### src/design/sic_pkg.sv
`default_nettype none

package sic_pkg;

  localparam int SAMPLE_BITS          = 16;
  localparam int SAMPLE_FRACTION_BITS = 12;
  localparam int INDEX_FRACTION_BITS  = 14;

  localparam int FIELD_W = 16;
  localparam int CFG_W   = 16;
  localparam int CFG_IDX_W = 3;

  localparam int SB  = SAMPLE_BITS;
  localparam int SFB = SAMPLE_FRACTION_BITS;
  localparam int IFB = INDEX_FRACTION_BITS;

  // difference a-b, signed
  localparam int D_W    = SB + 1;
  // multiplier factor: one+L, 5 or 1, unsigned
  localparam int FACT_W = ((SFB > CFG_W) ? SFB : CFG_W) + 2;
  // numerator, signed
  localparam int NUM_W  = D_W + FACT_W + 1;
  // denominator, signed
  localparam int DEN_W  = SB + SFB + 6;
  localparam int CMP_W  = (NUM_W > DEN_W) ? NUM_W : DEN_W;
  // signed index word before output sizing
  localparam int Q_W    = IFB + 2;

  typedef enum logic [1:0] {
    KIND_ND   = 2'd0,
    KIND_SAVI = 2'd1,
    KIND_EVI  = 2'd2,
    KIND_RSVD = 2'd3
  } index_kind_t;

  typedef enum logic [CFG_IDX_W-1:0] {
    REG_INDEX_KIND    = 3'd0,
    REG_SOIL_OFFSET   = 3'd1,
    REG_NODATA_ENABLE = 3'd2,
    REG_NODATA_FIRST  = 3'd3,
    REG_NODATA_SECOND = 3'd4,
    REG_NODATA_THIRD  = 3'd5,
    REG_OPAQUE        = 3'd6
  } cfg_reg_t;

  typedef struct packed {
    logic [FIELD_W-1:0] first_sample;
    logic [FIELD_W-1:0] second_sample;
    logic [FIELD_W-1:0] third_sample;
    logic [2:0]         sample_nan_flags;
  } pixel_in_t;

  typedef struct packed {
    logic [7:0]                red;
    logic [7:0]                green;
    logic [7:0]                blue;
    logic [7:0]                alpha;
    logic signed [FIELD_W-1:0] index_value;
    logic                      index_valid;
  } pixel_out_t;

  // one divider stage: partial remainder, quotient bits so far, sideband
  typedef struct packed {
    logic [DEN_W-1:0] rem;
    logic [DEN_W-1:0] ad;
    logic [IFB-1:0]   q;
    logic             neg;
    logic             sat;
    logic             bad;
  } div_t;

endpackage

`default_nettype wire

### src/design/spectral_index_colorizer.sv
`default_nettype none

// Spectral index colorizer. Takes one pixel (three unsigned band samples with
// 12 fraction bits plus NaN flags) per beat and returns one RGBA pixel with
// the saturated index value. The block is a single pipeline of 19 register
// stages (5 plus one per quotient bit): it accepts a pixel every cycle when
// the output side keeps up. The restoring divider computes one quotient bit
// per stage. Every stage carries a valid bit and stalls only when the stage
// after it is full and held, so bubbles collapse and a waiting result does
// not stop intake until the pipeline fills. Configuration writes through
// cfg_we/cfg_index/cfg_data take effect at once; write them only while the
// pipeline is empty. Nodata, NaN, a zero denominator or the reserved index
// kind give transparent black (white with alpha 255 when opaque background
// is set) with index_valid low.
module spectral_index_colorizer (
  input  wire                             clk,
  input  wire                             rst,
  input  wire                             pixel_valid,
  output logic                            pixel_ready,
  input  wire sic_pkg::pixel_in_t         pixel,
  output logic                            color_valid,
  input  wire                             color_ready,
  output sic_pkg::pixel_out_t             color,
  input  wire                             cfg_we,
  input  wire [sic_pkg::CFG_IDX_W-1:0]    cfg_index,
  input  wire [sic_pkg::CFG_W-1:0]        cfg_data
);

  localparam int SB     = sic_pkg::SB;
  localparam int SFB    = sic_pkg::SFB;
  localparam int IFB    = sic_pkg::IFB;
  localparam int D_W    = sic_pkg::D_W;
  localparam int FACT_W = sic_pkg::FACT_W;
  localparam int NUM_W  = sic_pkg::NUM_W;
  localparam int DEN_W  = sic_pkg::DEN_W;
  localparam int CMP_W  = sic_pkg::CMP_W;
  localparam int Q_W    = sic_pkg::Q_W;
  localparam int CFG_W  = sic_pkg::CFG_W;

  localparam logic signed [DEN_W-1:0] TWO_ONE  = DEN_W'(1) << (SFB + 1);
  localparam logic [FACT_W-1:0]       FACT_ONE = FACT_W'(1) << SFB;
  localparam logic [Q_W-1:0]          Q_ONE    = Q_W'(1) << IFB;

  // ---------------------------------------------------------------------------
  // Configuration registers
  // ---------------------------------------------------------------------------
  sic_pkg::index_kind_t index_kind;
  logic [CFG_W-1:0]     soil_offset;
  logic [2:0]           nodata_enable;
  logic [CFG_W-1:0]     nodata_first;
  logic [CFG_W-1:0]     nodata_second;
  logic [CFG_W-1:0]     nodata_third;
  logic                 opaque_background;

  always_ff @(posedge clk) begin
    if (rst) begin
      index_kind        <= sic_pkg::KIND_ND;
      soil_offset       <= CFG_W'(2048);
      nodata_enable     <= '0;
      nodata_first      <= '0;
      nodata_second     <= '0;
      nodata_third      <= '0;
      opaque_background <= 1'b0;
    end else if (cfg_we) begin
      unique case (cfg_index)
        sic_pkg::REG_INDEX_KIND:    index_kind <= sic_pkg::index_kind_t'(cfg_data[1:0]);
        sic_pkg::REG_SOIL_OFFSET:   soil_offset <= cfg_data;
        sic_pkg::REG_NODATA_ENABLE: nodata_enable <= cfg_data[2:0];
        sic_pkg::REG_NODATA_FIRST:  nodata_first <= cfg_data;
        sic_pkg::REG_NODATA_SECOND: nodata_second <= cfg_data;
        sic_pkg::REG_NODATA_THIRD:  nodata_third <= cfg_data;
        sic_pkg::REG_OPAQUE:        opaque_background <= cfg_data[0];
        default: ;  // unmapped index: drop the write
      endcase
    end
  end

  // ---------------------------------------------------------------------------
  // Stall chain: a stage loads when it is empty or the next stage loads.
  // ---------------------------------------------------------------------------
  logic fr_v, mul_v, abs_v, sgn_v;
  logic fr_en, mul_en, abs_en, sgn_en, out_en;
  logic div_v  [IFB];
  logic div_en [IFB];

  assign out_en = !color_valid || color_ready;
  assign sgn_en = !sgn_v || out_en;
  assign div_en[IFB-1] = !div_v[IFB-1] || sgn_en;
  for (genvar k = 0; k < IFB - 1; k++) begin : g_en
    assign div_en[k] = !div_v[k] || div_en[k+1];
  end
  assign abs_en = !abs_v || div_en[0];
  assign mul_en = !mul_v || abs_en;
  assign fr_en  = !fr_v || mul_en;
  assign pixel_ready = fr_en;

  // ---------------------------------------------------------------------------
  // Front stage: validity checks, difference, factor and denominator
  // ---------------------------------------------------------------------------
  logic [SB-1:0]            s1, s2, s3;
  logic signed [DEN_W-1:0]  s1e, s2e, s3e, le;
  logic signed [DEN_W-1:0]  den_c;
  logic [FACT_W-1:0]        fact_c;
  logic                     bad_c;

  assign s1 = pixel.first_sample[SB-1:0];
  assign s2 = pixel.second_sample[SB-1:0];
  assign s3 = pixel.third_sample[SB-1:0];
  assign s1e = $signed(DEN_W'(s1));
  assign s2e = $signed(DEN_W'(s2));
  assign s3e = $signed(DEN_W'(s3));
  assign le  = $signed(DEN_W'(soil_offset));

  always_comb begin
    bad_c = (index_kind == sic_pkg::KIND_RSVD)
         || pixel.sample_nan_flags[0]
         || pixel.sample_nan_flags[1]
         || (nodata_enable[0] && (s1 == nodata_first[SB-1:0]))
         || (nodata_enable[1] && (s2 == nodata_second[SB-1:0]))
         || ((index_kind == sic_pkg::KIND_EVI)
             && (pixel.sample_nan_flags[2]
                 || (nodata_enable[2] && (s3 == nodata_third[SB-1:0]))));
    unique case (index_kind)
      sic_pkg::KIND_SAVI: begin
        fact_c = FACT_ONE + FACT_W'(soil_offset);
        den_c  = (s1e + s2e + le) <<< SFB;
      end
      sic_pkg::KIND_EVI: begin
        // doubled: 2a + 12b - 15c + 2
        fact_c = FACT_W'(5);
        den_c  = (s1e <<< 1) + (s2e <<< 3) + (s2e <<< 2)
               - ((s3e <<< 4) - s3e) + TWO_ONE;
      end
      default: begin
        fact_c = FACT_W'(1);
        den_c  = s1e + s2e;
      end
    endcase
  end

  logic signed [D_W-1:0]   fr_d;
  logic [FACT_W-1:0]       fr_fact;
  logic signed [DEN_W-1:0] fr_den;
  logic                    fr_bad;

  always_ff @(posedge clk) begin
    if (rst) begin
      fr_v <= 1'b0;
    end else if (fr_en) begin
      fr_v <= pixel_valid;
    end
  end

  always_ff @(posedge clk) begin
    if (fr_en) begin
      fr_d    <= $signed({1'b0, s1}) - $signed({1'b0, s2});
      fr_fact <= fact_c;
      fr_den  <= den_c;
      fr_bad  <= bad_c;
    end
  end

  // ---------------------------------------------------------------------------
  // Multiply stage: numerator
  // ---------------------------------------------------------------------------
  logic signed [NUM_W-1:0] mul_p;
  logic signed [NUM_W-1:0] mul_num;
  logic signed [DEN_W-1:0] mul_den;
  logic                    mul_bad;

  // widen both operands so the product keeps every bit
  assign mul_p = NUM_W'(fr_d) * NUM_W'($signed({1'b0, fr_fact}));

  always_ff @(posedge clk) begin
    if (rst) begin
      mul_v <= 1'b0;
    end else if (mul_en) begin
      mul_v <= fr_v;
    end
  end

  always_ff @(posedge clk) begin
    if (mul_en) begin
      mul_num <= mul_p;
      mul_den <= fr_den;
      mul_bad <= fr_bad;
    end
  end

  // ---------------------------------------------------------------------------
  // Magnitude stage: signs, zero denominator, saturation
  // ---------------------------------------------------------------------------
  logic [NUM_W-1:0] an_c;
  logic [DEN_W-1:0] ad_c;
  logic             sat_c;

  assign an_c  = mul_num[NUM_W-1] ? NUM_W'(-mul_num) : NUM_W'(mul_num);
  assign ad_c  = mul_den[DEN_W-1] ? DEN_W'(-mul_den) : DEN_W'(mul_den);
  assign sat_c = CMP_W'(an_c) >= CMP_W'(ad_c);

  sic_pkg::div_t abs_q;

  always_ff @(posedge clk) begin
    if (rst) begin
      abs_v <= 1'b0;
    end else if (abs_en) begin
      abs_v <= mul_v;
    end
  end

  always_ff @(posedge clk) begin
    if (abs_en) begin
      // below the denominator the numerator fits the remainder width
      abs_q.rem <= sat_c ? '0 : an_c[DEN_W-1:0];
      abs_q.ad  <= ad_c;
      abs_q.q   <= '0;
      abs_q.neg <= mul_num[NUM_W-1] != mul_den[DEN_W-1];
      abs_q.sat <= sat_c;
      abs_q.bad <= mul_bad || (mul_den == '0);
    end
  end

  // ---------------------------------------------------------------------------
  // Restoring divider: one quotient bit per stage
  // ---------------------------------------------------------------------------
  sic_pkg::div_t div_q [IFB];

  function automatic sic_pkg::div_t div_step(sic_pkg::div_t s);
    sic_pkg::div_t  o;
    logic [DEN_W:0] r2;
    logic           ge;
    o  = s;
    r2 = {s.rem, 1'b0};
    ge = r2 >= {1'b0, s.ad};
    o.rem = ge ? DEN_W'(r2 - {1'b0, s.ad}) : DEN_W'(r2);
    o.q   = {s.q[IFB-2:0], ge};
    return o;
  endfunction

  for (genvar k = 0; k < IFB; k++) begin : g_div
    sic_pkg::div_t prev;
    logic          prev_v;
    if (k == 0) begin : g_first
      assign prev   = abs_q;
      assign prev_v = abs_v;
    end else begin : g_next
      assign prev   = div_q[k-1];
      assign prev_v = div_v[k-1];
    end

    always_ff @(posedge clk) begin
      if (rst) begin
        div_v[k] <= 1'b0;
      end else if (div_en[k]) begin
        div_v[k] <= prev_v;
      end
    end

    always_ff @(posedge clk) begin
      if (div_en[k]) begin
        div_q[k] <= div_step(prev);
      end
    end
  end

  // ---------------------------------------------------------------------------
  // Sign stage: apply sign and saturation, zero the index of invalid pixels
  // ---------------------------------------------------------------------------
  sic_pkg::div_t          dl;
  logic [Q_W-1:0]         mag_c;
  logic signed [Q_W-1:0]  qs_c;

  assign dl    = div_q[IFB-1];
  assign mag_c = dl.sat ? Q_ONE : Q_W'(dl.q);
  assign qs_c  = dl.bad ? '0 : (dl.neg ? $signed(-mag_c) : $signed(mag_c));

  logic signed [Q_W-1:0] sgn_q;
  logic                  sgn_ok;

  always_ff @(posedge clk) begin
    if (rst) begin
      sgn_v <= 1'b0;
    end else if (sgn_en) begin
      sgn_v <= div_v[IFB-1];
    end
  end

  always_ff @(posedge clk) begin
    if (sgn_en) begin
      sgn_q  <= qs_c;
      sgn_ok <= !dl.bad;
    end
  end

  // ---------------------------------------------------------------------------
  // Color stage: red-yellow-green ramp, background compositing, output beat
  // ---------------------------------------------------------------------------
  logic [IFB:0]   t_c;
  logic [IFB+8:0] ramp_c;
  logic [7:0]     lvl_c;
  sic_pkg::pixel_out_t color_next;

  assign t_c    = sgn_q[Q_W-1] ? (IFB+1)'(sgn_q + $signed(Q_ONE))
                               : (IFB+1)'($signed(Q_ONE) - sgn_q);
  // times 255 as shift and subtract
  assign ramp_c = ((IFB+9)'(t_c) << 8) - (IFB+9)'(t_c);
  assign lvl_c  = ramp_c[IFB+7:IFB];

  always_comb begin
    color_next.index_value = sic_pkg::FIELD_W'(sgn_q);
    color_next.index_valid = sgn_ok;
    if (sgn_ok) begin
      color_next.red   = sgn_q[Q_W-1] ? 8'd255 : lvl_c;
      color_next.green = sgn_q[Q_W-1] ? lvl_c : 8'd255;
      color_next.blue  = 8'd0;
      color_next.alpha = 8'd255;
    end else begin
      color_next.red   = opaque_background ? 8'd255 : 8'd0;
      color_next.green = opaque_background ? 8'd255 : 8'd0;
      color_next.blue  = opaque_background ? 8'd255 : 8'd0;
      color_next.alpha = opaque_background ? 8'd255 : 8'd0;
    end
  end

  always_ff @(posedge clk) begin
    if (rst) begin
      color_valid <= 1'b0;
    end else if (out_en) begin
      color_valid <= sgn_v;
    end
  end

  // hold the beat while the consumer stalls
  always_ff @(posedge clk) begin
    if (out_en) begin
      color <= color_next;
    end
  end

endmodule

`default_nettype wire

### config.mk
export PLATFORM = sky130hd
export DESIGN_NAME = spectral_index_colorizer
export DESIGN_NICKNAME = d
export VERILOG_FILES = /design/src/design/sic_pkg.sv /design/src/design/spectral_index_colorizer.sv
export SDC_FILE = /design/constraint.sdc
export NUM_CORES = 2
export LEC_CHECK = 0
export BUFFER_PORTS_ARGS = -buffer_cell sky130_fd_sc_hd__buf_2
export CAP_MARGIN = 5
export CORE_MARGIN = 4
export CORE_UTILIZATION = 45
export DETAILED_ROUTE_END_ITERATION = 8
export PLACE_DENSITY_LB_ADDON = 0.2
export SYNTH_ARGS = -nofsm -noshare
export SYNTH_HDL_FRONTEND = slang
export SYNTH_SLANG_ARGS = --single-unit
### constraint.sdc
create_clock -name clk -period 12.2 [get_ports clk]
set_input_delay 0.61 -clock clk [delete_from_list [all_inputs] [get_ports clk]]
set_output_delay 0.61 -clock clk [all_outputs]
set_load 0.01 [all_outputs]
=== Word level (Yosys, flattened, before mapping) ===
Memories as Yosys holds them, arrays and structs flattened.
Index checks and enable logic that the tools add are counted.

* Reductions and logical operators: 59
* Eq/ne operators: 13
* Order comparisons: 15
* Bitwise operators: 14
* $add $sub $neg: 29
* Multiply operators: 1
* Mux-type cells: 97

{| class="wikitable"
|+ Operators by type and width
! kind !! number
|-
| $mux W34 || 15
|-
| $ge A35 B34 Y1 || 14
|-
| $sub A34 B34 Y34 || 14
|-
| $mux W1 || 72
|-
| $pmux W34 S2 || 1
|-
| $eq A16 B16 Y1 || 3
|-
| $ge A36 B34 Y1 || 1
|-
| $mul A17 B19 Y36 || 1
|-
| $mux W36 || 1
|-
| $neg A36 Y36 || 1
|-
| $logic_not A34 Y1 || 1
|-
| $neg A34 Y34 || 1
|-
| $pmux W17 S2 || 1
|-
| $mux W32 || 1
|-
| $mux W15 || 2
|-
| $logic_or A1 B1 Y1 || 26
|-
| $add A23 B15 Y24 const B || 1
|-
| $mux W8 || 3
|-
| $sub A22 B21 Y23 || 1
|-
| $add A22 B17 Y22 || 1
|-
| $sub A22 B15 Y22 || 1
|-
| $add A20 B18 Y21 || 1
|-
| $sub A20 B16 Y21 || 1
|-
| $add A17 B19 Y20 || 1
|-
| 18 further kinds || 63
|}

* Input bits: 75
* Output and inout bits: 51
* Memories kept: 2
* Register bits after elaboration: 353
* Logic and storage cells: 262
* Bits in writable memories: 1204

{| class="wikitable"
|+ Memory list
! name !! words !! bits a word !! read ports !! clocked after memory_dff !! write ports !! line !! text
|-
| div_q || 14 || 85 || 14 || 0 || 14 || spectral_index_colorizer.sv:226 || <nowiki>sic_pkg::div_t div_q [IFB];</nowiki>
|-
| div_v || 14 || 1 || 14 || 0 || 14 || spectral_index_colorizer.sv:83 || <nowiki>logic div_v [IFB];</nowiki>
|}

=== Longest topological paths before layout ===
* Word-level depth: 21
* Gate-level depth with buffers: 27

=== Least setup slack after synthesis ===
Ideal clock, no wire load.

* Path kind: input -> output
* Start: input color_ready
* End: output pixel_ready
* Setup slack: 2144 ps
* Stages: 12
* Data required time: 11590 ps
* Arrival time: 9446 ps
* Buffers on the path: 0
* Cells stage by stage: nor2b_1 inv_1 nor2_1 and2_1 inv_1 nor2_1 and2_1 inv_1 nor2_1 inv_1 nor2_1 nand3_1

{| class="wikitable"
|+ RTL lines
! item !! line !! text
|-
| start, declared || spectral_index_colorizer.sv:22 || <nowiki>input wire color_ready,</nowiki>
|-
| end, declared || spectral_index_colorizer.sv:19 || <nowiki>output logic pixel_ready,</nowiki>
|}

=== Worst setup path after layout ===
* Start: register fr_d[4]
* End: register mul_num[31] (data pin)

* Word-level cells in the longest chain between the ends: 1

{| class="wikitable"
|+ RTL lines
! item !! line !! text
|-
| start, declared || spectral_index_colorizer.sv:141 || <nowiki>logic signed [D_W-1:0] fr_d;</nowiki>
|-
| start signal, assigned || spectral_index_colorizer.sv:156 || <nowiki>fr_d <= $signed({1'b0, s1}) - $signed({1'b0, s2});</nowiki>
|-
| $mul A17 B19 Y36 || spectral_index_colorizer.sv:172 || <nowiki>assign mul_p = NUM_W'(fr_d) * NUM_W'($signed({1'b0, fr_fact}));</nowiki>
|-
| named net mul_p[31] || spectral_index_colorizer.sv:166 || <nowiki>logic signed [NUM_W-1:0] mul_p;</nowiki>
|-
| end signal, assigned || spectral_index_colorizer.sv:184 || <nowiki>mul_num <= mul_p;</nowiki>
|-
| end, declared || spectral_index_colorizer.sv:167 || <nowiki>logic signed [NUM_W-1:0] mul_num;</nowiki>
|}

The timed path passes the listed nets, and every way through them passes these cells.
A chain may end at the register's enable or synchronous reset.

==> flow_summary.toml <==
[global_route]
initial_antenna_violation_count = 1
grt_start_max_net_pins = 83
globalRoute.totalOverflow = 0
first_global_vias = 62074
grt_pass1_wl_mm = 348.5
grt_use_total_pct = 21.13

[clocking]
cts-buffers-inserted = 157
ctsRootBufferMaster = "clkbuf_16"
num_clock_sinks = 1377
htreeDepth = 4
post_cts.repair.setup_buffers = 0
cts_resized = 0
cts_tree = "done"
clkLatencyLatePin_ns = 0.81
cts_hold_buf = 0
clkTransAtPathRegs_ns = 0.06
clockBufferDepth = 3

[timing]
finalHoldViolations = 0
slew_headroom_pct = 12.29
fin_setup_tns_ns = 0
finalCritPeriodShare_pct = 59.65
period_needed_ns = 7.277
fmax_mhz = 137.4
setup_viol = 0
unrepaired_setup_endpoints_after_global_routing = "no"
drv_slew = 0
clock-skew-final_ns = 0.07053
worstMarginPinSlew_ns = 1.282

[setup_path]
crit_path_start_kind = "flop"
timing.critical_path.to_type = "flop"
cp.required_ns = 12.75
timing.setup.critical_path_class = "flop to flop"
max_fanout_on_critical_path = 17
arrival_ns = 7.83

[floorplanning]
core_um2 = 199700
initial_utilization_pct = 45.23
dieHeight_um = 456.0
die_area_um2 = 207900
floorplan.die.width_um = 456.0
rows = 164
io-pin-count = 126

[place]
detailed_place.area_um2 = 93660
placed_cells_incl_taps = 10983
numPortBuffers = 125
final_weighted_congestion_of_routability_driven_global_placement = 0.9362
hpwl_mm = 176.3

[route]
drt-vias-per-instance = 5.430
finalWirelength_mm = 222.1
drc = 0
drtIter0Drc = 3746
wire_per_inst_um = 19.70
ant_nets = 0
dr_total_vias = 61219
detailedRoute.firstPassIterationCount = 6

[layout]
num-nets-final = 9590
layout.cell_area.non_filler_um2 = 98790
syn_to_final_growth_pct = 9.396
finish.cell_count_without_fillers = 11275
post_route_cells_drive_above_1_share_pct = 8.113

[pwr]
internal-power_uw = 15300
combinationalPowerShare_pct = 48.7
p_per_area_nw_per_um2 = 251.3
power_frac_seq_pct = 32.6
total_leakage_power_uw = 0.04178
power_uw = 24830
power_switching_uw = 9534
netSwitchingFraction_pct = 38.40
worst_ir_drop_vdd_mv = 0.1555
clock_power_share_pct = 18.7

[logic_synthesis]
synth_top_flop_cell = "edfxtp_1"
syn_inst = 8362
yosysSeqAreaShare_pct = 44.96
synth.lib_cells_used.distinct = 106
synth_top_family_by_area = "adder cells"
synth_enable_flop_cells = 1302
netlist_area_before_placement_um2 = 90310
post_synth.cell_area_avg_um2 = 10.80
xor_xnor_fraction_of_synth_area_pct = 6.091
yosysWarnings = 0
simple_logic_cell_fraction_of_the_synthesized_area_pct = 10.85
synth_adder_area_share_pct = 16.38
fraction_of_registers_with_async_set_reset_pct = 0
synth.mux.area_fraction_pct = 3.688
synth_compound_area_share_pct = 12.66
ys_ff_latch = 1377

[status]
run_status = "complete, no violations"

[job]
drv.max_cap_violation_count = 0

[min_path]
kind_of_path_behind_the_tightest_hold_check = "primary input to flop"
==> final timing paths <==
path / start / end / cells after the start / slack (ns)
min: pixel_valid / fr_v / 3 / 0.09
min reg2reg: div_q[0][170] / div_q[0][255] / 0 / 0.40
max reg2reg: fr_d[4] / mul_num[31] / 22 / 4.92
max: fr_d[4] / mul_num[31] / 22 / 4.92
==> power groups by stage <==
stage / logic, uW / registers, uW / clock network [uW]
detailed placement: 12000 / 8200 / 0
global route: 13400 / 8240 / 4980
finish: 12100 / 8100 / 4650
CTS: 12100 / 8120 / 4780
floorplan: 9490 / 7710 / 0
global placement: 11800 / 8180 / 0
==> synth_stat cells (86+ instances only) <==
cell	n	area, um2
mux2_2	215	2421
nand4_1	86	538.0
a21o_1	264	1982
clkbuf_1	131	491.7
nand3_1	121	605.6
and2_1	184	1151
ha_1	773	9672
nor3_1	89	445.4
fa_1	256	5125
inv_1	1027	3855
nor2b_1	132	825.8
xnor2_1	440	3854
a21oi_1	553	2768
nor2_1	388	1456
o21ai_0	408	2042
xor2_1	188	1647
nand2_1	673	2526
nand2b_1	95	594.3
edfxtp_1	1302	39100
==> final cells by class <==
| cell class | count | area (um2) |
|---|---|---|
| clock buffer | 191 | 4098 |
| sequential | 1377 | 40600 |
| fill | 17892 | 100900 |
| inverter | 1029 | 3865 |
| tap | 2656 | 3323 |
| antenna | 3 | 7.507 |
| timing repair buffer | 161 | 898.4 |
| clock inverter | 98 | 1025 |
| multi-input combinational | 5760 | 44980 |
==> flip-flops by register name (all words and copies together) (netlist names), 2 cells and up <==
register,cells
div_q,1031
abs_q,71
mul_num,36
color,35
fr_den,31
mul_den,31
fr_d,17
fr_fact,17
nodata_first,16
nodata_second,16
nodata_third,16
sgn_q,16
soil_offset,16
div_v,14
nodata_enable,3
index_kind,2
==> per-stage QoR <==
step	hold WS [ns]	setup slack [ns]	utilization (%)
2_1_floorplan	0.4003	2.144	-
4_1_cts	0.01800	4.895	49.48
3_3_place_gp	0.4004	4.900	46.91
5_1_grt	0.05999	4.471	49.48
3_5_place_dp	0.4045	4.918	46.91
6_report	0.08640	4.923	49.48
==> cells in the final DEF, fill, tap and decap left out, drive strengths merged, types with 19 or more instances in the layout <==
| cell | n |
|---|---|
| nand3 | 122 |
| nand4 | 87 |
| and3 | 47 |
| nor3 | 89 |
| a21oi | 559 |
| inv | 1029 |
| and2 | 185 |
| o21a | 83 |
| dfxtp | 75 |
| nand2 | 673 |
| nand2b | 96 |
| or2 | 19 |
| clkbuf | 191 |
| o211ai | 36 |
| nor2b | 132 |
| or3 | 43 |
| clkinv | 85 |
| nor4 | 34 |
| ha | 773 |
| a21o | 264 |
| mux2i | 26 |
| nor2 | 388 |
| a21boi | 29 |
| edfxtp | 1302 |
| a211oi | 28 |
| o21bai | 74 |
| o21ai | 436 |
| or4 | 23 |
| mux2 | 266 |
| xnor2 | 440 |
| a31oi | 47 |
| buf | 161 |
| fa | 256 |
| a221oi | 22 |
| o31ai | 49 |
| xor2 | 188 |
==> worst max-delay path, stage by stage, from the launching register on <==
cell and delay [ns]:
edfxtp_1 0.97, nand2_1 0.20, fa_1 0.61, fa_1 0.44, fa_1 0.49, fa_1 0.49, inv_1 0.06, fa_1 0.52
inv_1 0.06, fa_1 0.53, inv_1 0.05, ha_1 0.34, nand2_1 0.10, nor2_1 0.11, o311ai_0 0.18, a31oi_1 0.37
a31oi_1 0.25, o31a_1 0.39, nand2_1 0.08, o21ai_0 0.19, or2_2 0.35, o21bai_1 0.16, xor2_1 0.09
==> cell families after synthesis <==
family                     after synthesis
xor gates and xnor gates               628
buffers and inverters                 1229
AOI/OAI and AO/OA                     1804
adders and majority gates             1029
and+or+nand+nor                       2001
DFF                                   1377
other                                    2
muxes                                  292
==> per-layer routing <==
metal	up-vias	share of wire, %	GRT usage, %
met5	-	0.0059	0
met4	2	4.8	9.343
met3	422	3.3	2.446
met2	1266	52	39.25
met1	29672	40	24.32
li1	29857	-	-
(Power assumes the default switching activity.)
